$ cat config.mk
export PLATFORM = sky130hd
export DESIGN_NAME = mep_front
export DESIGN_NICKNAME = d
export VERILOG_FILES = /design/src/rtl/mep_pkg.sv /design/src/rtl/mep_front.sv
export SDC_FILE = /design/constraint.sdc
export NUM_CORES = 2
export LEC_CHECK = 0
export BUFFER_PORTS_ARGS = -buffer_cell sky130_fd_sc_hd__buf_2
export CELL_PAD_IN_SITES_DETAIL_PLACEMENT = 0
export CELL_PAD_IN_SITES_GLOBAL_PLACEMENT = 2
export CORE_ASPECT_RATIO = 2
export CORE_MARGIN = 8
export CORE_UTILIZATION = 37
export DETAILED_ROUTE_END_ITERATION = 10
export PLACE_DENSITY_LB_ADDON = 0.15
export SETUP_SLACK_MARGIN = 0.3
export SYNTH_ARGS = -nofsm -noshare
export SYNTH_HDL_FRONTEND = slang
export SYNTH_SLANG_ARGS = --single-unit
$ cat constraint.sdc
create_clock -name clk -period 7.3 [get_ports clk]
set_clock_uncertainty 0.15 [all_clocks]
set_input_delay 2.19 -clock clk [delete_from_list [all_inputs] [get_ports clk]]
set_output_delay 2.19 -clock clk [all_outputs]
set_load 0.02 [all_outputs]
$ cat src/rtl/mep_pkg.sv
// Package for the Mandelbrot escape-time pixel unit: word types, register
// indexes, reset values and the saturation helper. No dependencies.
package mep_pkg;

	localparam int PIX_W          = 12;
	localparam int COORD_BITS_DEF = 12;
	localparam int FRAC_BITS_DEF  = 28;
	localparam int CNT_W          = 16;
	localparam int LEVEL_W        = 8;
	localparam int QDEPTH         = 2;
	localparam int CFG_IDX_W      = 3;

	localparam logic [CFG_IDX_W-1:0] REG_REAL_ORIGIN = 3'd0;
	localparam logic [CFG_IDX_W-1:0] REG_IMAG_ORIGIN = 3'd1;
	localparam logic [CFG_IDX_W-1:0] REG_REAL_STEP   = 3'd2;
	localparam logic [CFG_IDX_W-1:0] REG_IMAG_STEP   = 3'd3;
	localparam logic [CFG_IDX_W-1:0] REG_ITER_LIMIT  = 3'd4;

	localparam logic [31:0]      RST_REAL_ORIGIN = 32'hDC000000;
	localparam logic [31:0]      RST_IMAG_ORIGIN = 32'hF0400000;
	localparam logic [31:0]      RST_REAL_STEP   = 32'd489335;
	localparam logic [31:0]      RST_IMAG_STEP   = 32'd489335;
	localparam logic [CNT_W-1:0] RST_ITER_LIMIT  = 16'd256;

	localparam logic [31:0]        COLOR_INSIDE = 32'h000000FF;
	localparam logic [LEVEL_W-1:0] ALPHA_OPAQUE = 8'hFF;

	typedef struct packed {
		logic [PIX_W-1:0] pixel_col;
		logic [PIX_W-1:0] pixel_row;
	} pix_word_t;

	typedef struct packed {
		logic [PIX_W-1:0] out_col;
		logic [PIX_W-1:0] out_row;
		logic [CNT_W-1:0] escape_count;
		logic             inside_set;
		logic [31:0]      rgba_color;
	} res_word_t;

	typedef struct packed {
		logic [31:0]      real_origin;
		logic [31:0]      imag_origin;
		logic [31:0]      real_step;
		logic [31:0]      imag_step;
		logic [CNT_W-1:0] iteration_limit;
	} cfg_t;

	typedef struct packed {
		logic [PIX_W-1:0] col;
		logic [PIX_W-1:0] row;
		logic [31:0]      cr;
		logic [31:0]      ci;
	} job_t;

	typedef struct packed {
		logic [PIX_W-1:0] col;
		logic [PIX_W-1:0] row;
		logic [CNT_W-1:0] count;
	} shade_req_t;

	function automatic logic signed [31:0] sat32(input logic signed [63:0] v);
		logic hi_zero;
		logic hi_ones;
		logic signed [31:0] r;
		hi_zero = ~|v[63:31];
		hi_ones = &v[63:31];
		if (hi_zero || hi_ones) begin
			r = v[31:0];
		end else if (v[63]) begin
			r = 32'sh80000000;
		end else begin
			r = 32'sh7FFFFFFF;
		end
		return r;
	endfunction

endpackage

$ cat src/rtl/mep_front.sv
// Front end: configuration registers, pixel word intake and mapping of the
// pixel index to the complex point c. Depends on mep_pkg.
module mep_front #(
	parameter int COORD_BITS = mep_pkg::COORD_BITS_DEF
) (
	input  logic                           clk,
	input  logic                           arst_n,
	input  logic                           cfg_we,
	input  logic [mep_pkg::CFG_IDX_W-1:0]  cfg_idx,
	input  logic [31:0]                    cfg_wdata,
	input  logic                           pix_valid,
	output logic                           pix_ready,
	input  mep_pkg::pix_word_t             pix_word,
	output logic                           job_valid,
	input  logic                           job_ready,
	output mep_pkg::job_t                  job,
	output mep_pkg::cfg_t                  cfg
);

	localparam int IDX_W  = (COORD_BITS < mep_pkg::PIX_W) ? COORD_BITS : mep_pkg::PIX_W;
	localparam int PROD_W = IDX_W + 33;

	mep_pkg::cfg_t cfg_q;
	logic          valid_s1;
	mep_pkg::job_t job_s1;

	logic [IDX_W-1:0]         col_idx;
	logic [IDX_W-1:0]         row_idx;
	logic signed [PROD_W-1:0] col_prod;
	logic signed [PROD_W-1:0] row_prod;
	logic signed [63:0]       cr_sum;
	logic signed [63:0]       ci_sum;

	always_ff @(posedge clk or negedge arst_n) begin
		if (!arst_n) begin
			cfg_q.real_origin     <= mep_pkg::RST_REAL_ORIGIN;
			cfg_q.imag_origin     <= mep_pkg::RST_IMAG_ORIGIN;
			cfg_q.real_step       <= mep_pkg::RST_REAL_STEP;
			cfg_q.imag_step       <= mep_pkg::RST_IMAG_STEP;
			cfg_q.iteration_limit <= mep_pkg::RST_ITER_LIMIT;
		end else if (cfg_we) begin
			case (cfg_idx)
				mep_pkg::REG_REAL_ORIGIN: cfg_q.real_origin     <= cfg_wdata;
				mep_pkg::REG_IMAG_ORIGIN: cfg_q.imag_origin     <= cfg_wdata;
				mep_pkg::REG_REAL_STEP:   cfg_q.real_step       <= cfg_wdata;
				mep_pkg::REG_IMAG_STEP:   cfg_q.imag_step       <= cfg_wdata;
				mep_pkg::REG_ITER_LIMIT:  cfg_q.iteration_limit <= cfg_wdata[mep_pkg::CNT_W-1:0];
				default: ;
			endcase
		end
	end

	always_comb begin
		col_idx  = pix_word.pixel_col[IDX_W-1:0];
		row_idx  = pix_word.pixel_row[IDX_W-1:0];
		col_prod = $signed({1'b0, col_idx}) * $signed(cfg_q.real_step);
		row_prod = $signed({1'b0, row_idx}) * $signed(cfg_q.imag_step);
		cr_sum   = 64'(col_prod) + 64'($signed(cfg_q.real_origin));
		ci_sum   = 64'(row_prod) + 64'($signed(cfg_q.imag_origin));
	end

	assign pix_ready = !valid_s1 || job_ready;

	always_ff @(posedge clk or negedge arst_n) begin
		if (!arst_n) begin
			valid_s1 <= 1'b0;
		end else if (pix_ready) begin
			valid_s1 <= pix_valid;
		end
	end

	always_ff @(posedge clk) begin
		if (pix_valid && pix_ready) begin
			job_s1.col <= pix_word.pixel_col;
			job_s1.row <= pix_word.pixel_row;
			job_s1.cr  <= mep_pkg::sat32(cr_sum);
			job_s1.ci  <= mep_pkg::sat32(ci_sum);
		end
	end

	assign job_valid = valid_s1;
	assign job       = job_s1;
	assign cfg       = cfg_q;

endmodule

# ---- Yosys cells after proc, flatten, opt, wreduce, memory -nomap -nowiden
# Index checks and enable logic that the tools add are counted.
dict set report totals {
  register_bits 233
  in_bits 64
  out_inout_bits 234
  wordCells 39
}
dict set report classes {
  add_sub_neg 2
  multipliers 2
  n_eq_ne 4
  n_mux 4
  n_reduce_logical 17
}
# op count
set op_table {}
lappend op_table {{32-bit 2-to-1 mux} 4}
lappend op_table {{45-bit by 32-bit adder with 46-bit output} 2}
lappend op_table {{13-bit by 32-bit multiplier with 45-bit output} 2}
lappend op_table {{33-bit AND reduction} 2}
lappend op_table {{33-bit OR reduction} 2}
lappend op_table {{2-bit AND reduction} 5}
lappend op_table {{3-bit by 2-bit == test with 1-bit output, second input constant} 2}
lappend op_table {{3-bit by 1-bit == test with 1-bit output, second input constant} 1}
lappend op_table {{3-bit == test, second input constant} 1}
lappend op_table {{1-bit zero test} 3}
lappend op_table {{3-bit zero test} 1}
lappend op_table {{1-bit logical OR} 3}
lappend op_table {{1-bit logical AND} 1}

# ---- Logic depth before layout (Yosys ltp)
dict set report depth {
  word_depth 6
  mapped_depth 28
  mapped_depth_nobuf 26
}

# ---- Worst setup path after synthesis
# Ideal clock, no wire load.
dict set report synth_path {
  kind {input to register}
  from {input pix_word[4] (netlist bit)}
  to {register job_s1 (netlist bit job[18]), data pin}
  arrival_time_ps 9085
  required_time_ps 6888
  setup_slack_ps -2197
  path_stages 25
  cell_sequence {clkbuf_1 nand2_1 fa_1 fa_1 fa_1 inv_1 fa_1 fa_1 inv_1 fa_1 inv_1 ha_1 nand2_1 or3_1 o221a_2 o31ai_1 a21o_1 a41oi_2 xnor2_2 or4_1 nor4_1 nand4_1 mux2i_4 buf_6 mux2_1}
}
dict set report synth_via {
  elab_chain_cells 6
  word_cells_on_any_way 8
  cone_classes {1 x add/sub; 1 x mul; 2 x mux; 4 x reduce/logical}
}
# item line
set synth_rtl {}
lappend synth_rtl {{start: declaration} mep_front.sv:13} ;# input mep_pkg::pix_word_t pix_word,
lappend synth_rtl {{13-bit by 32-bit multiplier with 45-bit output (*)} mep_front.sv:57} ;# row_prod = $signed({1'b0, row_idx}) * $signed(cfg_q.imag_step);
lappend synth_rtl {{45-bit by 32-bit adder with 46-bit output (*)} mep_front.sv:59} ;# ci_sum = 64'(row_prod) + 64'($signed(cfg_q.imag_origin));
lappend synth_rtl {{33-bit OR reduction} mep_pkg.sv:66} ;# hi_zero = ~|v[63:31];
lappend synth_rtl {{1-bit zero test} mep_pkg.sv:66}
lappend synth_rtl {{1-bit logical OR} mep_pkg.sv:68} ;# if (hi_zero || hi_ones) begin
lappend synth_rtl {{32-bit 2-to-1 mux (*)} mep_pkg.sv:68}
lappend synth_rtl {{end: declaration} mep_front.sv:25} ;# mep_pkg::job_t job_s1;
# Mark *: on every way between the ends. The rest lies on a longest branch, timed or not.
# A chain may end at the register's enable or synchronous reset.

# ---- Worst setup path after layout
dict set report layout_path {
  from {input pix_word[8] (netlist bit)}
  to {register job_s1 (netlist bit job[4]), data pin}
}
# The elaborated chain is that of the path after synthesis.

==> metrics <==
dpl hpwl 102000 um; CTS tree done; Post-synth ARST share 0.622; # IOs 298; Placeable Area 103000 um^2; Vias/cell 4.78; initial DRC count 1178; R2R depth 26; GRT Resource Usage Total 0.217; hold worst-path end cfg[0]$_DFFE_PN0P_; Antenna Nets Post-Route 0; pin slew with the least headroom to its limit 823 ps; die width 243 um; Area growth syn-to-layout 29.0%; Root Buffer clkbuf_16; setup_tns -100400 ps; Synth cell types 67; Max H-tree Level 1; Starting Density 0.371; hold buffers post-CTS 0; critical path data arrival time 9240 ps; syn_area_per_cell 9.70 um^2; clock sink count 233; Fin. Hold Viols 0; Synthesis Warnings 0; CP required 7520 ps; largest net degree at the start of global routing 74; crit start category input port; Hold Path Class flip-flop to flip-flop; vias 29200; DRC 0; crit-path max FO 10; IO buf count 297; Synthesized Nets 4986; setup violators final 64; Skew-Pair Late Insertion Delay 640 ps; Vert. Die Dim 471 um; Post-synth EDFFs 88; top_reg_cell synth dfrtp_1; #FFs+latches synth 233; Slew headroom 0.451; Max Cap Viol 0; failing checks negative setup slack; clock tree buffer depth 3; # rows 167; hold path start cfg[0]$_DFFE_PN0P_; wire length per cell 20.2 um; number of nets in the layout 5780; CTS buffer count 27; Reg clk slew, reported paths 70 ps; reg2reg end job[34]$_DFFE_PP_; DR pass1 iterations 7; hold path depth 1; Mapped Cells 3944; top cells by area, synth fa_1 40%, inv_1 8.5%, ha_1 7.0%; worst r2r src cfg[57]$_DFFE_PN1P_; crit path kind input port to flip-flop; Yosys top cell area share 0.400; first-pass GRT wire length 193000 um; layout cells sized above 1 0.303; post-layout minimum cycle time 9020 ps; critical path capture point type flip-flop; fmax 111 MHz; vias in the first global route 32700; die area 115000 um^2; final worst setup slack -1720 ps; worst reg-to-reg setup slack -510 ps; initial antenna violation count 6; cell taking the most area after synthesis fa_1; ratio of final minimum period to clock period 1.24; WL final 123000 um; post-placement setup slack -2650 ps; sequential area share after synthesis 0.165; RSZ-0062 raised after global routing true; grt ovf 0; Final Slew Violations 0; Mapped Area 38300 um^2; routability cong. 0.841; Post-synth top cells 862 x inv_1, 764 x fa_1, 492 x nand2_1; status complete, but fails checks; most frequent cell after synthesis inv_1
==> cells in the final DEF (no fill, tap or decap), types with 63 or more instances in the layout <==
master / netlist / routed
a21oi_1: 109 / 63
and2_1: 420 / 400
buf_2: 1 / 278
buf_4: 5 / 580
dfrtp_1: 104 / 104
edfxtp_1: 88 / 88
fa_1: 764 / 730
ha_1: 214 / 174
inv_1: 862 / 839
mux2_2: 97 / 95
nand2_1: 492 / 470
o21ai_0: 112 / 84
==> routing by layer <==
metal	vias to the layer above	wire length [um]	part of all wire	GRT usage
met2	677	57700	0.47	0.355
met5	-	13	0.00011	0
met4	2	4270	0.035	0.0711
li1	13500	-	-	-
met1	14900	54200	0.44	0.289
met3	147	7210	0.058	0.0402
==> cells by family after synthesis <==
kind of cell    count (synthesis)  synth area share
compound gates                334            0.0519
xor+xnor                       99            0.0229
fa+ha+maj                     978             0.470
mux                           159            0.0454
flops                         233             0.165
simple gates                 1079             0.140
buf+inv                      1062             0.105
==> sequential cells by signal, indices dropped and copies added (netlist names) <==
| signal | count |
|---|---|
| cfg | 144 |
| job | 88 |
| job_valid | 1 |
==> how the worst max path moves through the flow <==
stage                             from                 to  slack (ps)  depth (start not counted)
after floorplan            pix_word[2]  job[18]$_DFFE_PP_       -1820                         26
after global placement    pix_word[13]  job[32]$_DFFE_PP_       -2540                         27
after detailed placement  pix_word[20]  job[52]$_DFFE_PP_       -2650                         27
after CTS                  pix_word[2]   job[4]$_DFFE_PP_       -1610                         28
after global routing       pix_word[2]   job[4]$_DFFE_PP_       -1910                         29
final                      pix_word[8]   job[4]$_DFFE_PP_       -1720                         28
==> repair_timing <==
action,in CTS,in global routing
endpoints found under the setup margin,64,64
cloned,18,3
buffers inserted,33,9
resized for setup,244,109
pin swaps,76,69
hold endpoints to repair,0,0
==> area by class of cell <==
class | count | area, um^2
fillers | 9836 | 53600
multi-input cells | 2649 | 29400
repair buffers | 964 | 7740
flip-flops and latches | 233 | 6320
inverters | 863 | 3250
well taps | 1352 | 1690
clock buffers | 29 | 714
clock inverters | 21 | 229
diodes | 2 | 5.00
==> critical path, cell delays in order <==
cell	delay (ps)
buf_4	170
buf_12	150
and2_1	140
fa_1	510
inv_1	60
fa_1	520
inv_1	50
fa_1	490
fa_1	430
fa_1	490
inv_1	50
fa_1	490
inv_2	50
ha_4	270
nand2_1	60
or3_4	370
o221a_4	260
o31ai_4	280
a21o_1	230
a41oi_2	150
xnor2_2	250
nand4_1	120
nor3_1	200
or4bb_4	490
mux2i_4	210
buf_6	140
buf_16	120
mux2_4	290
==> stage by stage <==
stage          cell area [um^2]  hold WS (ps)  utilization  instances
2_1_floorplan             38900           422            -       3944
5_1_grt                   49400           369        0.479       6112
4_1_cts                   48700           356        0.473       6099
6_report                  49400           352        0.479       6113
3_5_place_dp              46100           341        0.448       5998
3_3_place_gp              46100           337        0.448       5998
Power is not shown: default switching activity piles up to over one toggle a cycle in this logic, so the estimate is an artifact.
