`src/rtl/mep_pkg.sv`:
```
// Package for the Mandelbrot escape-time pixel unit: word types, register
// indexes, reset values and the saturation helper. No dependencies.
package mep_pkg;

	localparam int PIX_W          = 12;
	localparam int COORD_BITS_DEF = 12;
	localparam int FRAC_BITS_DEF  = 28;
	localparam int CNT_W          = 16;
	localparam int LEVEL_W        = 8;
	localparam int QDEPTH         = 2;
	localparam int CFG_IDX_W      = 3;

	localparam logic [CFG_IDX_W-1:0] REG_REAL_ORIGIN = 3'd0;
	localparam logic [CFG_IDX_W-1:0] REG_IMAG_ORIGIN = 3'd1;
	localparam logic [CFG_IDX_W-1:0] REG_REAL_STEP   = 3'd2;
	localparam logic [CFG_IDX_W-1:0] REG_IMAG_STEP   = 3'd3;
	localparam logic [CFG_IDX_W-1:0] REG_ITER_LIMIT  = 3'd4;

	localparam logic [31:0]      RST_REAL_ORIGIN = 32'hDC000000;
	localparam logic [31:0]      RST_IMAG_ORIGIN = 32'hF0400000;
	localparam logic [31:0]      RST_REAL_STEP   = 32'd489335;
	localparam logic [31:0]      RST_IMAG_STEP   = 32'd489335;
	localparam logic [CNT_W-1:0] RST_ITER_LIMIT  = 16'd256;

	localparam logic [31:0]        COLOR_INSIDE = 32'h000000FF;
	localparam logic [LEVEL_W-1:0] ALPHA_OPAQUE = 8'hFF;

	typedef struct packed {
		logic [PIX_W-1:0] pixel_col;
		logic [PIX_W-1:0] pixel_row;
	} pix_word_t;

	typedef struct packed {
		logic [PIX_W-1:0] out_col;
		logic [PIX_W-1:0] out_row;
		logic [CNT_W-1:0] escape_count;
		logic             inside_set;
		logic [31:0]      rgba_color;
	} res_word_t;

	typedef struct packed {
		logic [31:0]      real_origin;
		logic [31:0]      imag_origin;
		logic [31:0]      real_step;
		logic [31:0]      imag_step;
		logic [CNT_W-1:0] iteration_limit;
	} cfg_t;

	typedef struct packed {
		logic [PIX_W-1:0] col;
		logic [PIX_W-1:0] row;
		logic [31:0]      cr;
		logic [31:0]      ci;
	} job_t;

	typedef struct packed {
		logic [PIX_W-1:0] col;
		logic [PIX_W-1:0] row;
		logic [CNT_W-1:0] count;
	} shade_req_t;

	function automatic logic signed [31:0] sat32(input logic signed [63:0] v);
		logic hi_zero;
		logic hi_ones;
		logic signed [31:0] r;
		hi_zero = ~|v[63:31];
		hi_ones = &v[63:31];
		if (hi_zero || hi_ones) begin
			r = v[31:0];
		end else if (v[63]) begin
			r = 32'sh80000000;
		end else begin
			r = 32'sh7FFFFFFF;
		end
		return r;
	endfunction

endpackage

```
`src/rtl/mep_shade.sv`:
```
// Color stage: grey level = floor(count*255/limit) by an 8-step restoring
// divider, and the result word register. Depends on mep_pkg.
module mep_shade (
	input  logic                       clk,
	input  logic                       arst_n,
	input  logic [mep_pkg::CNT_W-1:0]  limit,
	input  logic                       req_valid,
	output logic                       req_ready,
	input  mep_pkg::shade_req_t        req,
	output logic                       res_valid,
	input  logic                       res_ready,
	output mep_pkg::res_word_t         res_word
);

	localparam int NUM_W = mep_pkg::CNT_W + mep_pkg::LEVEL_W;
	localparam int BIT_W = $clog2(mep_pkg::LEVEL_W);

	typedef enum logic [2:0] {
		SH_IDLE = 3'b001,
		SH_DIV  = 3'b010,
		SH_HOLD = 3'b100
	} sh_state_t;

	sh_state_t state_q;

	logic [mep_pkg::PIX_W-1:0]   col_q;
	logic [mep_pkg::PIX_W-1:0]   row_q;
	logic [mep_pkg::CNT_W-1:0]   count_q;
	logic                        inside_q;
	logic [NUM_W-1:0]            rem_q;
	logic [mep_pkg::CNT_W-1:0]   div_q;
	logic [BIT_W-1:0]            bit_q;
	logic [mep_pkg::LEVEL_W-1:0] quo_q;

	logic             start;
	logic             at_limit;
	logic [NUM_W-1:0] trial;
	logic             fits;

	always_comb begin
		start    = (state_q == SH_IDLE) && req_valid;
		at_limit = req.count == limit;
		trial    = NUM_W'(div_q) << bit_q;
		fits     = rem_q >= trial;
	end

	assign req_ready = state_q == SH_IDLE;
	assign res_valid = state_q == SH_HOLD;

	always_ff @(posedge clk or negedge arst_n) begin
		if (!arst_n) begin
			state_q <= SH_IDLE;
		end else begin
			case (state_q)
				SH_IDLE: if (req_valid) state_q <= at_limit ? SH_HOLD : SH_DIV;
				SH_DIV:  if (bit_q == '0) state_q <= SH_HOLD;
				SH_HOLD: if (res_ready) state_q <= SH_IDLE;
				default: state_q <= SH_IDLE;
			endcase
		end
	end

	always_ff @(posedge clk) begin
		if (start) begin
			col_q    <= req.col;
			row_q    <= req.row;
			count_q  <= req.count;
			inside_q <= at_limit;
			rem_q    <= {req.count, mep_pkg::LEVEL_W'(0)} - NUM_W'(req.count);
			div_q    <= limit;
			bit_q    <= BIT_W'(mep_pkg::LEVEL_W - 1);
			quo_q    <= '0;
		end else if (state_q == SH_DIV) begin
			if (fits) begin
				rem_q        <= rem_q - trial;
				quo_q[bit_q] <= 1'b1;
			end
			bit_q <= bit_q - 1'b1;
		end
	end

	always_comb begin
		res_word.out_col      = col_q;
		res_word.out_row      = row_q;
		res_word.escape_count = count_q;
		res_word.inside_set   = inside_q;
		res_word.rgba_color   = inside_q ? mep_pkg::COLOR_INSIDE
			: {quo_q, quo_q, quo_q, mep_pkg::ALPHA_OPAQUE};
	end

endmodule

```
`config.mk`:
```
export PLATFORM = sky130hd
export DESIGN_NAME = mep_shade
export DESIGN_NICKNAME = d
export VERILOG_FILES = /design/src/rtl/mep_pkg.sv /design/src/rtl/mep_shade.sv
export SDC_FILE = /design/constraint.sdc
export NUM_CORES = 1
export LEC_CHECK = 0
export ABC_AREA = 1
export BUFFER_PORTS_ARGS = -buffer_cell sky130_fd_sc_hd__clkbuf_2
export CORE_UTILIZATION = 30
export CTS_BUF_LIST = sky130_fd_sc_hd__clkbuf_2
export DETAILED_ROUTE_END_ITERATION = 10
export PLACE_DENSITY = 0.55
export SLEW_MARGIN = 20
export SYNTH_ARGS = -nofsm -noshare
export SYNTH_HDL_FRONTEND = slang
export SYNTH_SLANG_ARGS = --single-unit
```
`constraint.sdc`:
```
create_clock -name clk -period 7.7 [get_ports clk]
set_input_delay 2.31 -clock clk [delete_from_list [all_inputs] [get_ports clk]]
set_output_delay 2.31 -clock clk [all_outputs]
set_load 0.02 [all_outputs]
```
[Yosys cells after proc, flatten, opt, wreduce, memory -nomap -nowiden]
Index checks and enable logic that the tools add are counted.
Storage, ports and cells
  bits in writable memories: 0
  ROM bits: 0
  memories kept: 0
  output and inout bits: 75
  bits in latches: 0
  word-level logic and storage cells: 43
  register bits after elaboration: 95
  bits of input ports: 60
Operators by class
  reductions and logical operators: 8
  div/mod/pow operators: 0
  bitwise logic cells: 1
  equality and inequality tests: 7
  add/subtract/negate cells: 3
  magnitude comparators: 3
  multiply operators: 0
  shifts and indexed selects: 1
  multiplexer cells: 11
Operators with widths (number)
  2-to-1 mux 24 bit: 3
  2-to-1 mux 32 bit: 1
  >= comparator 24 bit: 1
  left shift 16 x 3 -> 24 bit: 1
  subtractor 24 x 16 -> 24 bit: 1
  subtractor 24 bit: 1
  equality test 16 bit: 1
  2-to-1 mux 3 bit: 4
  one-hot mux 3 bit (3 select lines): 1
  OR 8 bit: 1
  < comparator 3 x 4 -> 1 bit (second input constant): 1
  != test 2 bit (second input constant): 2
  AND reduction 2 bit: 2
  nonzero test 2 bit: 2
  demux 1 bit (select 3 bit): 1
  equality test 3 x 1 -> 1 bit (second input constant): 1
  equality test 3 x 2 -> 1 bit (second input constant): 1
  equality test 3 bit (second input constant): 1
  >= comparator 3 x 1 -> 1 bit (second input constant): 1
  zero test 3 bit: 1
  AND reduction 3 bit: 1
  subtractor 3 x 1 -> 3 bit (second input constant): 1
  logical AND 1 bit: 2
  != test 2 x 1 -> 1 bit (second input constant): 1
  2-to-1 mux 1 bit: 1

[Longest topological paths before layout]
  depth in word-level cells: 5
  depth in mapped cells: 20
  depth with buffers taken out: 20

[Worst setup path before layout]
No wires, ideal clock.
  path type: input to register
  from: in req[8] in the netlist's numbering
  to: reg rem_q[15], data pin
  arrival time: 3.467 ns
  library setup time: 0.252 ns
  setup slack: 3.981 ns
  path buffers: 1
  stages: 11
  data required time: 7.448 ns
  path through: buf_2 > inv_1 > ha_1 > nand3_1 > nor2_1 > nand2_1 > nor2_1 > nor2_1 > xor2_1 > nand2_1 > nand2_1
On the way
  word-level cells in the longest chain between the ends: 2
RTL lines
  start, declared: line mep_shade.sv:9  | input mep_pkg::shade_req_t req,
  subtractor 24 x 16 -> 24 bit: line mep_shade.sv:69  | rem_q <= {req.count, mep_pkg::LEVEL_W'(0)} - NUM_W'(req.count);
  2-to-1 mux 24 bit: line mep_shade.sv:64  | if (start) begin
  end signal, assigned: line mep_shade.sv:69
  end signal, assigned: line mep_shade.sv:75  | rem_q <= rem_q - trial;
  end, declared: line mep_shade.sv:30  | logic [NUM_W-1:0] rem_q;
No other way between the ends.
A chain may end at the register's enable or synchronous reset.

[Worst setup path in the final report]
  from: reg bit_q[1]
  to: reg rem_q[14] (enable)
On the way
  word-level cells in the longest chain between the ends: 4
RTL lines
  start, declared: line mep_shade.sv:32  | logic [BIT_W-1:0] bit_q;
  start signal, assigned: line mep_shade.sv:71  | bit_q <= BIT_W'(mep_pkg::LEVEL_W - 1);
  start signal, assigned: line mep_shade.sv:78  | bit_q <= bit_q - 1'b1;
  left shift 16 x 3 -> 24 bit: line mep_shade.sv:43  | trial = NUM_W'(div_q) << bit_q;
  >= comparator 24 bit: line mep_shade.sv:44  | fits = rem_q >= trial;
  nonzero test 2 bit (no line)
  AND reduction 2 bit (no line)
No other way between the ends.

==> results_dict.tcl <==
set metrics [dict create \
    ys_warn_count 0 \
    reg2regPathDepth 14 \
    worst_slew_pin_slew_ps 1031 \
    hold_violations 0 \
    drive_gt1_frac 0.1644 \
    hp-class "reg2reg" \
    start_util 0.3096 \
    cap_viol_max_count 0 \
    p_leak_nw 3.534 \
    synth-edff-count 81 \
    endpoint "rem_q[14]" \
    critical_path_class "reg2reg" \
    cpMostUsedCell "nand2_1" \
    irDropWorstVdd_mv 0.1368 \
    cp.arrival_ps 4520 \
    yosys.area.top_type "edfxtp_1" \
    syn_inst 906 \
    setup_viol 0 \
    setup_tns_ps 0 \
    cts_buffer_depth 2 \
    end_kind "flip-flop" \
    cts-htree-levels 3 \
    clock-sinks 95 \
    yosysUniqueCellTypes 46 \
    synth_area_mm2 0.006840 \
    switchingPower_mw 1.712 \
    die_h_um 153 \
    drt_first_iter_violations 438 \
    clockRootBuffer "clkbuf_2" \
    maxSlewHeadroom 0.3107 \
    syn_area_per_cell_um2 7.550 \
    vias_per_cell 4.827 \
    yosysTopAreaCellShare 0.3556 \
    fmax_ghz 0.2307 \
    worstSetupStartpoint "bit_q[1]" \
    sw_frac_of_total 0.5285 \
    timing.rr.end "rem_q[14]" \
    outcome "finished, final reports clean" \
    multi_input_area_mm2 0.003451 \
    layout_min_cycle_time_ps 4335 \
    grt_pass1_wl_mm 30.77 \
    pwr-share-seq 0.279 \
    die_w_um 153 \
    crit_slowest_cell "dfxtp_1" \
    clock_skew_ps 43.22 \
    powerDensity_mw_per_mm2 418.5 \
    wire_per_inst_um 15.38 \
    crit_required_ps 7880 \
    critPathBufInv 3 \
    final_nets 1106 \
    dr.pass1.iters 5 \
    post-cts-setup-buffer-count 0 \
    clk_pin_slew_ps 330 \
    layout_setup_ws_ps 3365 \
    io_buffers 126 \
    cts_tree "built" \
    worstSetupStartpointType "flip-flop" \
    cts_resized 0 \
    synth_async_sr_flop_share 0.03158 \
    grt_max_degree 47 \
    crit_path_max_incr_delay_ps 720 \
    gp_congestion 0.8729 \
    min_period_over_period 0.5630 \
    yosys-top-cells-count "nand2_1, inv_1, nor2_1" \
    reg2reg_setup_slack_ps 3360 \
    syn2layout_area_growth_pct 13.15 \
    grt_pass1_vias 5698 \
    drv_slew 0 \
    coreArea_mm2 0.02209 \
    path_max_fanout 24 \
    synth_top_flop_cell "edfxtp_1" \
    synth_area_leaders "edfxtp_1, nand2_1, ha_1, inv_1, nor2_1" \
    dp_hpwl_mm 16.18 \
    combinationalPowerShare 0.632 \
    via_count 6266 \
    nFillCells 2324 \
    antenna_found_initial 2 \
    pre_cts_ws_ps 3147 \
    grt.total_usage 0.1706 \
    synth_seq_cells 95 \
    clock_latency_ps 660 \
    cts_buffers 9 \
    drtAntennaViolNets 0 \
    seq_area_mm2 0.002729 \
    r2r-start "bit_q[1]" \
    row_count 54 \
    pwr-share-clk 0.089 \
    wl_mm 19.97 \
    grt_overflow 0 \
    seq_area_frac_synth 0.3989 \
    crit_cells 14 \
    cts_hold_buffers 0 \
    critical_path.top_delay_family "simple AND/OR/NAND/NOR gates" \
    drc_errors 0 \
    power.internal_mw 1.527 \
    crit_chain "clkinv_1 > nor2_1 > nand2_1 > o22ai_1 > inv_1 > ha_1 > nand2_1 > inv_1 > nand2_1 > nand2_1 > a21oi_1 > nand4_4 > nand2_1 > nand2_1" \
    io-pin-count 135 \
    rsz0062_at_grt "no" \
    synth_most_common_cell "nand2_1" \
    fp.dieArea_mm2 0.02341 \
]
worst register-to-register path: cells and delay by family, from the launching register on:
| kind | cells | cell delay, ps |
|---|---|---|
| fa+ha+maj | 1 | 340 |
| simple gates | 8 | 1690 |
| flops | 1 | 720 |
| buf+inv | 3 | 710 |
| compound gates | 2 | 420 |
kinds of logic (layout without fill, tap and decap cells):
family	after synthesis	in the layout	share of synthesized area
adders and majority gates	35	35	0.06512
other	1	10	0.0005482
xor gates and xnor gates	24	24	0.03073
buffers and inverters	149	252	0.1004
muxes	5	5	0.007317
DFF	95	95	0.3989
AOI/OAI and AO/OA	142	142	0.1090
and+or+nand+nor	455	455	0.2879
routing by layer:
layer,vias up,global-route usage,wire length [um]
met5,-,0,0
met4,0,0.05051,356
met3,23,0.02268,828
met2,185,0.2800,9160
met1,2850,0.2336,9623
li1,3208,-,-
stage by stage:
stage          power [mW]  area [um2]  utilization  std cells  hold WS (ps)
2_1_floorplan       2.395        6867            -        913         436.5
3_3_place_gp        2.946        7586       0.3434       1280         449.7
3_5_place_dp        2.945        7586       0.3434       1280         452.5
4_1_cts             3.237        7735       0.3501       1296         479.1
5_1_grt             3.511        7740       0.3503       1298         488.2
6_report            3.239        7740       0.3503       1298         476.3
placed cells by master (no fill, tap or decap), types with 7 or more instances in the layout:
cell type    n
edfxtp_1    81
o21ai_0     61
ha_1        34
xnor2_1      7
clkbuf_2   135
nand2_1    239
dfxtp_1     11
conb_1       8
nor2_1      95
nand3_1     71
xor2_1      17
nand4_1     19
inv_1      105
a21oi_1     59
o21ai_1      8
power groups by stage:
stage / Clock (mW) / Sequential, mW / Combinational, mW
after floorplan: 0 / 0.927 / 1.47
after global placement: 0 / 0.914 / 2.03
after detailed placement: 0 / 0.916 / 2.03
after CTS: 0.295 / 0.903 / 2.04
after global routing: 0.308 / 0.921 / 2.28
final: 0.288 / 0.904 / 2.05
flip-flops by register name, summed over array words and instances (netlist names):
register and cells:
rem_q 24, count_q 16, div_q 16, col_q 12, row_q 12, quo_q 8, bit_q 3, state_q 3
inside_q 1
worst min path at each step:
stage | startpoint | endpoint | slack [ps] | cells past startpoint
finish | quo_q[4] | quo_q[4] | 480 | 2
floorplan | quo_q[0] | quo_q[0] | 440 | 2
global route | quo_q[5] | quo_q[5] | 490 | 2
CTS | quo_q[7] | quo_q[7] | 480 | 2
detailed placement | quo_q[4] | quo_q[4] | 450 | 2
global placement | quo_q[7] | quo_q[7] | 450 | 2
final cells by class:
type                    count  share of cell area
repair buffers            129             0.08438
multi-input cells         669              0.4458
clock inverters             7             0.01342
inverters                 107             0.05205
clock buffers               9            0.005820
diodes                      2           0.0006466
well taps                 280             0.04526
flip-flops and latches     95              0.3526
No activity file was read; power rests on OpenSTA's default activity.
