===== config.mk =====
export PLATFORM = sky130hd
export DESIGN_NAME = mep_queue
export DESIGN_NICKNAME = d
export VERILOG_FILES = /design/src/rtl/mep_pkg.sv /design/src/rtl/mep_queue.sv
export SDC_FILE = /design/constraint.sdc
export NUM_CORES = 1
export LEC_CHECK = 0
export BUFFER_PORTS_ARGS = -buffer_cell sky130_fd_sc_hd__buf_2
export CAP_MARGIN = 5
export CELL_PAD_IN_SITES_DETAIL_PLACEMENT = 0
export CELL_PAD_IN_SITES_GLOBAL_PLACEMENT = 1
export CORE_ASPECT_RATIO = 2
export CORE_MARGIN = 2
export CORE_UTILIZATION = 44
export CTS_CLUSTER_SIZE = 14
export DETAILED_ROUTE_END_ITERATION = 7
export GPL_TIMING_DRIVEN = 1
export HOLD_SLACK_MARGIN = 0.05
export PLACE_DENSITY_LB_ADDON = 0.08
export RECOVER_POWER = 100
export SETUP_SLACK_MARGIN = 0.3
export SLEW_MARGIN = 25
export SYNTH_ARGS = -nofsm -noshare
export SYNTH_HDL_FRONTEND = slang
export SYNTH_SLANG_ARGS = --single-unit
export TNS_END_PERCENT = 30

===== constraint.sdc =====
create_clock -name clk -period 5.6 [get_ports clk]
set_input_delay 1.12 -clock clk [delete_from_list [all_inputs] [get_ports clk]]
set_output_delay 1.12 -clock clk [all_outputs]
set_load 0.05 [all_outputs]

===== src/rtl/mep_pkg.sv =====
// Package for the Mandelbrot escape-time pixel unit: word types, register
// indexes, reset values and the saturation helper. No dependencies.
package mep_pkg;

	localparam int PIX_W          = 12;
	localparam int COORD_BITS_DEF = 12;
	localparam int FRAC_BITS_DEF  = 28;
	localparam int CNT_W          = 16;
	localparam int LEVEL_W        = 8;
	localparam int QDEPTH         = 2;
	localparam int CFG_IDX_W      = 3;

	localparam logic [CFG_IDX_W-1:0] REG_REAL_ORIGIN = 3'd0;
	localparam logic [CFG_IDX_W-1:0] REG_IMAG_ORIGIN = 3'd1;
	localparam logic [CFG_IDX_W-1:0] REG_REAL_STEP   = 3'd2;
	localparam logic [CFG_IDX_W-1:0] REG_IMAG_STEP   = 3'd3;
	localparam logic [CFG_IDX_W-1:0] REG_ITER_LIMIT  = 3'd4;

	localparam logic [31:0]      RST_REAL_ORIGIN = 32'hDC000000;
	localparam logic [31:0]      RST_IMAG_ORIGIN = 32'hF0400000;
	localparam logic [31:0]      RST_REAL_STEP   = 32'd489335;
	localparam logic [31:0]      RST_IMAG_STEP   = 32'd489335;
	localparam logic [CNT_W-1:0] RST_ITER_LIMIT  = 16'd256;

	localparam logic [31:0]        COLOR_INSIDE = 32'h000000FF;
	localparam logic [LEVEL_W-1:0] ALPHA_OPAQUE = 8'hFF;

	typedef struct packed {
		logic [PIX_W-1:0] pixel_col;
		logic [PIX_W-1:0] pixel_row;
	} pix_word_t;

	typedef struct packed {
		logic [PIX_W-1:0] out_col;
		logic [PIX_W-1:0] out_row;
		logic [CNT_W-1:0] escape_count;
		logic             inside_set;
		logic [31:0]      rgba_color;
	} res_word_t;

	typedef struct packed {
		logic [31:0]      real_origin;
		logic [31:0]      imag_origin;
		logic [31:0]      real_step;
		logic [31:0]      imag_step;
		logic [CNT_W-1:0] iteration_limit;
	} cfg_t;

	typedef struct packed {
		logic [PIX_W-1:0] col;
		logic [PIX_W-1:0] row;
		logic [31:0]      cr;
		logic [31:0]      ci;
	} job_t;

	typedef struct packed {
		logic [PIX_W-1:0] col;
		logic [PIX_W-1:0] row;
		logic [CNT_W-1:0] count;
	} shade_req_t;

	function automatic logic signed [31:0] sat32(input logic signed [63:0] v);
		logic hi_zero;
		logic hi_ones;
		logic signed [31:0] r;
		hi_zero = ~|v[63:31];
		hi_ones = &v[63:31];
		if (hi_zero || hi_ones) begin
			r = v[31:0];
		end else if (v[63]) begin
			r = 32'sh80000000;
		end else begin
			r = 32'sh7FFFFFFF;
		end
		return r;
	endfunction

endpackage


===== src/rtl/mep_queue.sv =====
// Short job queue between the front end and the iteration engine.
// Depends on mep_pkg.
module mep_queue (
	input  logic          clk,
	input  logic          arst_n,
	input  logic          push_valid,
	output logic          push_ready,
	input  mep_pkg::job_t push_job,
	output logic          pop_valid,
	input  logic          pop_ready,
	output mep_pkg::job_t pop_job
);

	localparam int PTR_W  = (mep_pkg::QDEPTH > 1) ? $clog2(mep_pkg::QDEPTH) : 1;
	localparam int FILL_W = $clog2(mep_pkg::QDEPTH + 1);

	mep_pkg::job_t    mem_q [mep_pkg::QDEPTH];
	logic [PTR_W-1:0] wr_ptr_q;
	logic [PTR_W-1:0] rd_ptr_q;
	logic [FILL_W-1:0] fill_q;
	logic             do_push;
	logic             do_pop;

	assign push_ready = fill_q != FILL_W'(mep_pkg::QDEPTH);
	assign pop_valid  = fill_q != '0;
	assign do_push    = push_valid && push_ready;
	assign do_pop     = pop_valid && pop_ready;
	assign pop_job    = mem_q[rd_ptr_q];

	always_ff @(posedge clk or negedge arst_n) begin
		if (!arst_n) begin
			wr_ptr_q <= '0;
			rd_ptr_q <= '0;
			fill_q   <= '0;
		end else begin
			if (do_push) begin
				wr_ptr_q <= (wr_ptr_q == PTR_W'(mep_pkg::QDEPTH - 1)) ? '0 : wr_ptr_q + 1'b1;
			end
			if (do_pop) begin
				rd_ptr_q <= (rd_ptr_q == PTR_W'(mep_pkg::QDEPTH - 1)) ? '0 : rd_ptr_q + 1'b1;
			end
			if (do_push && !do_pop) begin
				fill_q <= fill_q + 1'b1;
			end else if (do_pop && !do_push) begin
				fill_q <= fill_q - 1'b1;
			end
		end
	end

	always_ff @(posedge clk) begin
		if (do_push) begin
			mem_q[wr_ptr_q] <= push_job;
		end
	end

endmodule


---- Word-level counts from Yosys, hierarchy flattened ----
Memory sizes are Yosys's and may differ from the RTL's.
Index checks and enable logic that the tools add are counted.
operators by class
  reduce and logical (&&, ||, !) cells .... 8
  equality and inequality tests ........... 1
  multiplexer cells ....................... 6
  $add $sub $neg .......................... 4
operator list
  cell                 count
  $logic_and 1x1->1    4
  $mux 1               4
  $mux 2               2
  $reduce_bool 2->1    2
  $add 1x1->1 const B  2
  $add 2x1->2 const B  1
  $logic_not 1->1      2
  $ne 2x2->1 const B   1
  $sub 2x1->2 const B  1
word-level totals
  flip-flop bits (word level) ............. 4
  RAM bits ................................ 176
  logic and storage cells ................. 23
  memories ................................ 1
  output and inout bits ................... 90
  bits of input ports ..................... 92
memory list
  memory  words  bits a word  rd ports  clocked after memory_dff  wr ports  line             RTL
  mem_q   2      88           1         0                         1         mep_queue.sv:17  mep_pkg::job_t mem_q [mep_pkg::QDEPTH];

---- Longest topological paths before layout ----
Gate-level depths: netlist of run 1.
  depth after elaboration ................. 6
  mapped depth ............................ 7
  gate-level depth less buffers ........... 7

---- Worst setup path before layout of run 1 ----
Ideal clock, no wire load.
  path type ............................... input-to-reg
  start ................................... input push_valid
  end ..................................... memory mem_q[0][0] in the netlist's numbering (enable)
  path buffers ............................ 0
  library setup time ...................... 0.536 ns
  setup slack ............................. 0.164 ns
  stages on the path ...................... 2
  required time ........................... 5.064 ns
  arrival time ............................ 4.901 ns
  cell sequence ........................... nand2_1 -> nor2_1
between the ends
  cells in the longest elaborated chain, start to end .. 3
RTL lines
  element                       line             RTL
  start: declaration            mep_queue.sv:6   input logic push_valid,
  $logic_and 1x1->1             mep_queue.sv:26  assign do_push = push_valid && push_ready;
  $mux 1                        mep_queue.sv:51  if (do_push) begin
  $mux 1 (not written as such)  mep_queue.sv:52  mem_q[wr_ptr_q] <= push_job;
  end: declaration              mep_queue.sv:17
No other way between the ends.

==> metrics.cfg, run 1 <==
[grt]
grt_max_degree = 66
grt_pass1_vias = 3445
grt_usage_pct = 15.4
grt_overflow = 0
antenna_found_initial = 0
grt_pass1_wl_um = 18300

[floorplanning]
rows = 63
dieHeight_um = 177
core-area_um2 = 14700
start_util_pct = 44.6
io_pins = 182
dieArea_um2 = 16000
die_x_um = 90.4

[sta]
hold_violations = 0
grt_setup_unrepaired = no
tightest_slew_ps = 1940
max_freq_ghz = 0.231
maxSlewHeadroom_pct = -29.1
fin_setup_tns_ps = 0
slew_viol_final = 42
final.period_utilization_pct = 77.2
fin_skew_ps = 10.5
min_period_ps = 4320
setup_viol = 0

[logic_synthesis]
synthAdderAreaFrac_pct = 0.190
synth_cell_types = 15
synth_ff_type = edfxtp_1
syn_area_per_cell_um2 = 22.5
synth-compound-area-share_pct = 0
yosys-top-cells-area = edfxtp_1 80%, mux2_2 13%, mux2_4 2.3%
syn-num-nets = 385
synth_warnings = 0
synth.top_cell.area_share_pct = 80.4
synth_edf_count = 176
yosys.area.top_type = edfxtp_1
synth_area_um2 = 6580
synthTopCellsByCount = 176 x edfxtp_1, 78 x mux2_2, 10 x mux2_4, 7 x buf_2, 4 x dfrtp_1
synth_seq_cells = 180
async_reset_ff_share_pct = 2.22
synth-seq-area-share_pct = 81.9
yosys.area_share.simple_pct = 0.514
muxShareOfSynthArea_pct = 15.6
yosysMostFrequentCell = edfxtp_1
synth_top_family_by_area = multiplexers
netlist_instances = 292
synth-xor-area-share_pct = 0.666

[final_layout]
syn_to_final_growth_pct = 23.9
num-fill-cells = 1286
diodes = 0
final_cells = 695
fin_nets = 580
fin_area_um2 = 8150
final_layout_size_suffix_gt1_share_pct = 39.0

[clock_tree]
hold_buffers = 0
post-cts-setup-buffer-count = 0
clkLatencyLatePin_ps = 410
htree_levels = 4
cts_sinks = 180
clk_path_buf_depth = 2
cts_buffers = 17
cts.clk_slew.worst_paths_ps = 70
ctsRootBufferMaster = clkbuf_16
cts_tree = built
cts_resized = 0

[status]
violations = capacitance limit, slew limit
status = finished with violations

[worst_setup_path]
critical_path.max_stage_delay_ps = 1060
crit_fanout = 65
required_ps = 4480
arrival_ps = 3200
crit_chain = clkbuf_1, mux2_2, buf_2
worst_setup_path_start_kind = flop
critPathKind = flop to primary output
crit_slowest_cell = dfrtp_4
end_kind = primary output

[placed_design]
place.gp.congestion = 0.745
dp_cells = 663
placed_area_um2 = 7730
dp_hpwl_um = 8160
io_buffers = 181

[routing]
vias = 3276
post_drt_via_cell_ratio = 4.71
postRouteAntennaNets = 0
dr.pass1.iters = 4
routedWlPerCell_um = 17.3
wl_um = 12000
drtIter0Drc = 170
remaining_drc_errors = 0

[pwr]
ir_worst_vdd_v = 0.000618
power_density_nw_per_um2 = 636
p_leak_nw = 2.85

[job]
maxCapViolations = 1

[hold_path]
hold_path.class = flop to flop

cell type report:
type,count,area [um2],area share [%]
timing repair buffer,186,802,9.85
clock inverter,12,143,1.75
clock buffer,20,457,5.61
tap,195,244,3.00
sequential,180,5390,66.2
multi-input combinational,101,1110,13.6
inverter,1,3.75,0.0461
cell families (layout without fill, tap and decap cells):
logic type,count (synthesis),count (layout)
DFF,180,180
muxes,88,88
buffers and inverters,11,219
and+or+nand+nor,7,7
xor gates and xnor gates,5,5
adders and majority gates,1,1
stage by stage:
| step | total power, W | hold WS, ps | util [%] | worst slack, ps |
|---|---|---|---|---|
| 6_report | 0.00518 | 506 | 55.3 | 1280 |
| 5_1_grt | 0.00539 | 525 | 55.3 | 982 |
| 4_1_cts | 0.00533 | 477 | 56.5 | 1840 |
| 3_5_place_dp | 0.00415 | 496 | 52.4 | 2320 |
| 3_3_place_gp | 0.00411 | 472 | 52.3 | 2340 |
| 2_1_floorplan | 0.00369 | 456 | - | 1640 |
report_power, final:
group	switching, W	internal, W	leakage, nW
registers	0.000168	0.00185	1.68
clock network	0.000495	0.000691	0.292
logic	0.00147	0.000498	0.876
layer usage:
layer / routed length (um) / GRT usage, % / part of all wire, % / vias to the layer above
met5: 0 / 0 / 0 / -
met4: 185 / 6.41 / 1.5 / 0
met3: 639 / 4.51 / 5.3 / 12
met2: 6800 / 28.6 / 56 / 114
met1: 4420 / 16.2 / 37 / 1602
li1: - / - / - / 1548
worst max-delay path: cells and delay by family, from the launching register on:
kind | cells | cell delay [ps]
buf+inv | 2 | 1270
mux | 1 | 430
flops | 1 | 1060
registers in the layout (all words and copies together), names as in the netlist:
signal    count
fill_q        2
mem_q       176
rd_ptr_q      1
wr_ptr_q      1
worst paths after layout:
check | from | to | slack [ps] | cells after the start
worst max-delay path | rd_ptr_q | pop_job[62] | 1280 | 3
worst min-delay path | fill_q[1] | fill_q[1] | 510 | 1
worst max register to register | fill_q[0] | mem_q[0][14] | 1650 | 5
worst min register to register | fill_q[1] | fill_q[1] | 510 | 1
max in group asynchronous | arst_n | rd_ptr_q | 4850 | 1
min in group asynchronous | arst_n | rd_ptr_q | 530 | 1
cell usage in the layout (no fill, tap or decap):
cell,n
nand2b_1,1
clkinv_4,3
clkinv_2,1
dfrtp_4,1
mux2_1,9
inv_1,1
ha_1,1
bufinv_16,2
nand2_1,2
and3_1,1
clkbuf_16,17
mux2_4,7
edfxtp_1,176
dfrtp_1,3
or2_2,1
clkbuf_2,2
xnor2_1,3
clkbuf_8,2
xor2_1,2
inv_6,5
mux2_2,72
clkbuf_1,104
buf_2,81
nor2_1,2
clkinvlp_4,1
No activity file was read; power rests on OpenSTA's default activity.
==> run 2, diff against run 1 <==
--- a/config.mk
+++ b/config.mk
@@ -5,13 +5,14 @@
 export SDC_FILE = /design/constraint.sdc
 export NUM_CORES = 1
 export LEC_CHECK = 0
+export ABC_AREA = 1
 export BUFFER_PORTS_ARGS = -buffer_cell sky130_fd_sc_hd__buf_2
 export CAP_MARGIN = 5
 export CELL_PAD_IN_SITES_DETAIL_PLACEMENT = 0
 export CELL_PAD_IN_SITES_GLOBAL_PLACEMENT = 1
 export CORE_ASPECT_RATIO = 2
 export CORE_MARGIN = 2
-export CORE_UTILIZATION = 44
+export CORE_UTILIZATION = 37
 export CTS_CLUSTER_SIZE = 14
 export DETAILED_ROUTE_END_ITERATION = 7
 export GPL_TIMING_DRIVEN = 1
==> constraint.sdc (replaced) <==
create_clock -name clk -period 3.6 [get_ports clk]
set_input_delay 0.72 -clock clk [delete_from_list [all_inputs] [get_ports clk]]
set_output_delay 0.72 -clock clk [all_outputs]
set_load 0.05 [all_outputs]
==> run 2 against run 1 <==
The flow now finishes without violations; non-clock buffer count up 1; sequential share of layout area shrank 1.1 points; cell count grew 30%; core utilization decreased by 8.3 points; clock skew is 3.6 ps lower; worst hold slack got worse by 390 ps; largest cell class unchanged; clock-buffer cell count fell by 3; cell area is 1.6% higher; synthesized cell count up 67%; via count is 23% higher; setup slack lost 720 ps; critical path depth increased by 1.
==> metrics.cfg, run 2 <==
[status]
status = finished, final reports clean

[routing]
dr_wl_met2_um = 6740
routedWlPerCell_um = 15.0
dr.max_layer_used = met5
remaining_drc_errors = 0
wl_met3_um = 1060
vias = 4040
postRouteAntennaNets = 0
wl_um = 13500
post_drt_via_cell_ratio = 4.48
dr.pass1.iters = 4
m1WireLength_um = 5380
drtIter0Drc = 210

[grt]
grt_max_degree = 90
grt_usage_pct = 14.3
grt_pass1_vias = 3912
antenna_found_initial = 2
grt_pass1_wl_um = 20400
grt_overflow = 0

[clock_tree]
clkLatencyLatePin_ps = 420
cts_tree = built
ctsRootBufferMaster = clkbuf_16
htree_levels = 4
hold_buffers = 0
cts_sinks = 180
clk_path_buf_depth = 2
cts.clk_slew.worst_paths_ps = 70
cts_resized = 0
post-cts-setup-buffer-count = 0
cts_buffers = 17

[hold_path]
hold_path.class = primary input to asynchronous set/reset pin

[logic_synthesis]
synth_ff_type = edfxtp_1
yosys.area.top_type = edfxtp_1
yosys.area_share.simple_pct = 15.9
synthAdderAreaFrac_pct = 0.189
muxShareOfSynthArea_pct = 0
synth-xor-area-share_pct = 0.265
syn-num-nets = 581
synth_area_um2 = 6610
synth.top_cell.area_share_pct = 79.9
synth_edf_count = 176
synth-seq-area-share_pct = 81.5
syn_area_per_cell_um2 = 13.5
yosysMostFrequentCell = nand2_1
async_reset_ff_share_pct = 2.22
synth_cell_types = 14
synth_top_family_by_area = simple AND/OR/NAND/NOR gates
synthTopCellsByCount = 274 x nand2_1, 176 x edfxtp_1, 14 x buf_2, 6 x inv_1, 4 x dfrtp_1
synth-compound-area-share_pct = 0
synth_warnings = 0
synth_seq_cells = 180
yosys-top-cells-area = edfxtp_1 80%, nand2_1 16%, dfrtp_1 1.5%
netlist_instances = 488

[sta]
fin_skew_ps = 6.92
tightest_slew_ps = 1400
max_freq_ghz = 0.329
maxSlewHeadroom_pct = 6.42
hold_ws_ps = 120
hold_violations = 0
final.period_utilization_pct = 84.5
setup_viol = 0
slew_viol_final = 0
min_period_ps = 3040
grt_setup_unrepaired = no

[final_layout]
layout_common_cells = 274 x nand2_1, 176 x edfxtp_1, 134 x buf_2
multiInputGateArea_um2 = 1090
syn_to_final_growth_pct = 25.2
num-fill-cells = 1654
final_layout_size_suffix_gt1_share_pct = 24.7
registers.top_by_ff_count = mem_q
regArea_um2 = 5390
final_cells = 902
largest_reg_flops = 176
fin_nets = 768
final_common_cell = nand2_1
reg.largest.list = mem_q x176, fill_q x2

[floorplanning]
dieHeight_um = 193
dieArea_um2 = 19000
start_util_pct = 37.5
die_x_um = 98.5
io_pins = 182
core-area_um2 = 17600
rows = 69

[worst_setup_path]
crit_fanout = 89
arrival_ps = 2320
critPathKind = flop to primary output
end_kind = primary output
required_ps = 2880
worst_setup_path_start_kind = flop

[placed_design]
dp_hpwl_um = 8590
place.gp.congestion = 0.723
io_buffers = 181
dp_cells = 869

[job]
maxCapViolations = 0

run 2: cell count changes after synthesis, sizes merged, moves of 2 or more:
cell	delta
xnor2	-2
nand2	+272
nand3	+2
buf	+9
mux2	-88
inv	+6
run 2: path summary, 6_finish.rpt:
check	slack [ps]	endpoint	cells after the start	start
max	560	pop_job[2]	4	rd_ptr_q
min	120	fill_q[1]	1	arst_n
max reg2reg	810	mem_q[1][85]	5	fill_q[0]
min reg2reg	500	fill_q[0]	1	fill_q[0]
max in group asynchronous	3260	rd_ptr_q	1	arst_n
min in group clk	480	mem_q[0][5]	1	push_job[5]
run 2: cell families after synthesis:
logic type    Yosys count
fa+ha+maj               1
simple gates          279
buf+inv                26
xor+xnor                2
flops                 180
run 2: layer usage:
metal / up-vias / track usage [%]
met2: 139 / 24.0
met5: - / 0
met4: 2 / 6.22
met3: 19 / 5.70
met1: 1867 / 16.2
li1: 2013 / -
run 2: per-stage QoR:
stage	cell area (um2)	TNS [ps]	worst slack (ps)	utilization, %
after floorplan	6620	-28820	-164	-
after global placement	7780	0	1300	44.2
after detailed placement	7780	0	1250	44.2
after CTS	8370	0	847	47.5
after global routing	8280	0	403	47.0
final	8280	0	558	47.0
run 2: worst max-delay path, cell delays in order (launching register included):
cell and delay, ps:
dfrtp_4 420, clkbuf_4 820, nand2_1 230, nand2_1 130, buf_2 260
run 2: cell type report:
class                   instances  share of cell area (%)
diodes                          1                  0.0302
well taps                     213                    3.22
clock inverters                15                    2.00
clock buffers                  17                    5.14
repair buffers                187                    11.0
multi-input cells             282                    13.2
flip-flops and latches        180                    65.1
inverters                       7                   0.348
Power of run 2 is not shown: default switching activity piles up to over one toggle a cycle in this logic, so the estimate is an artifact.
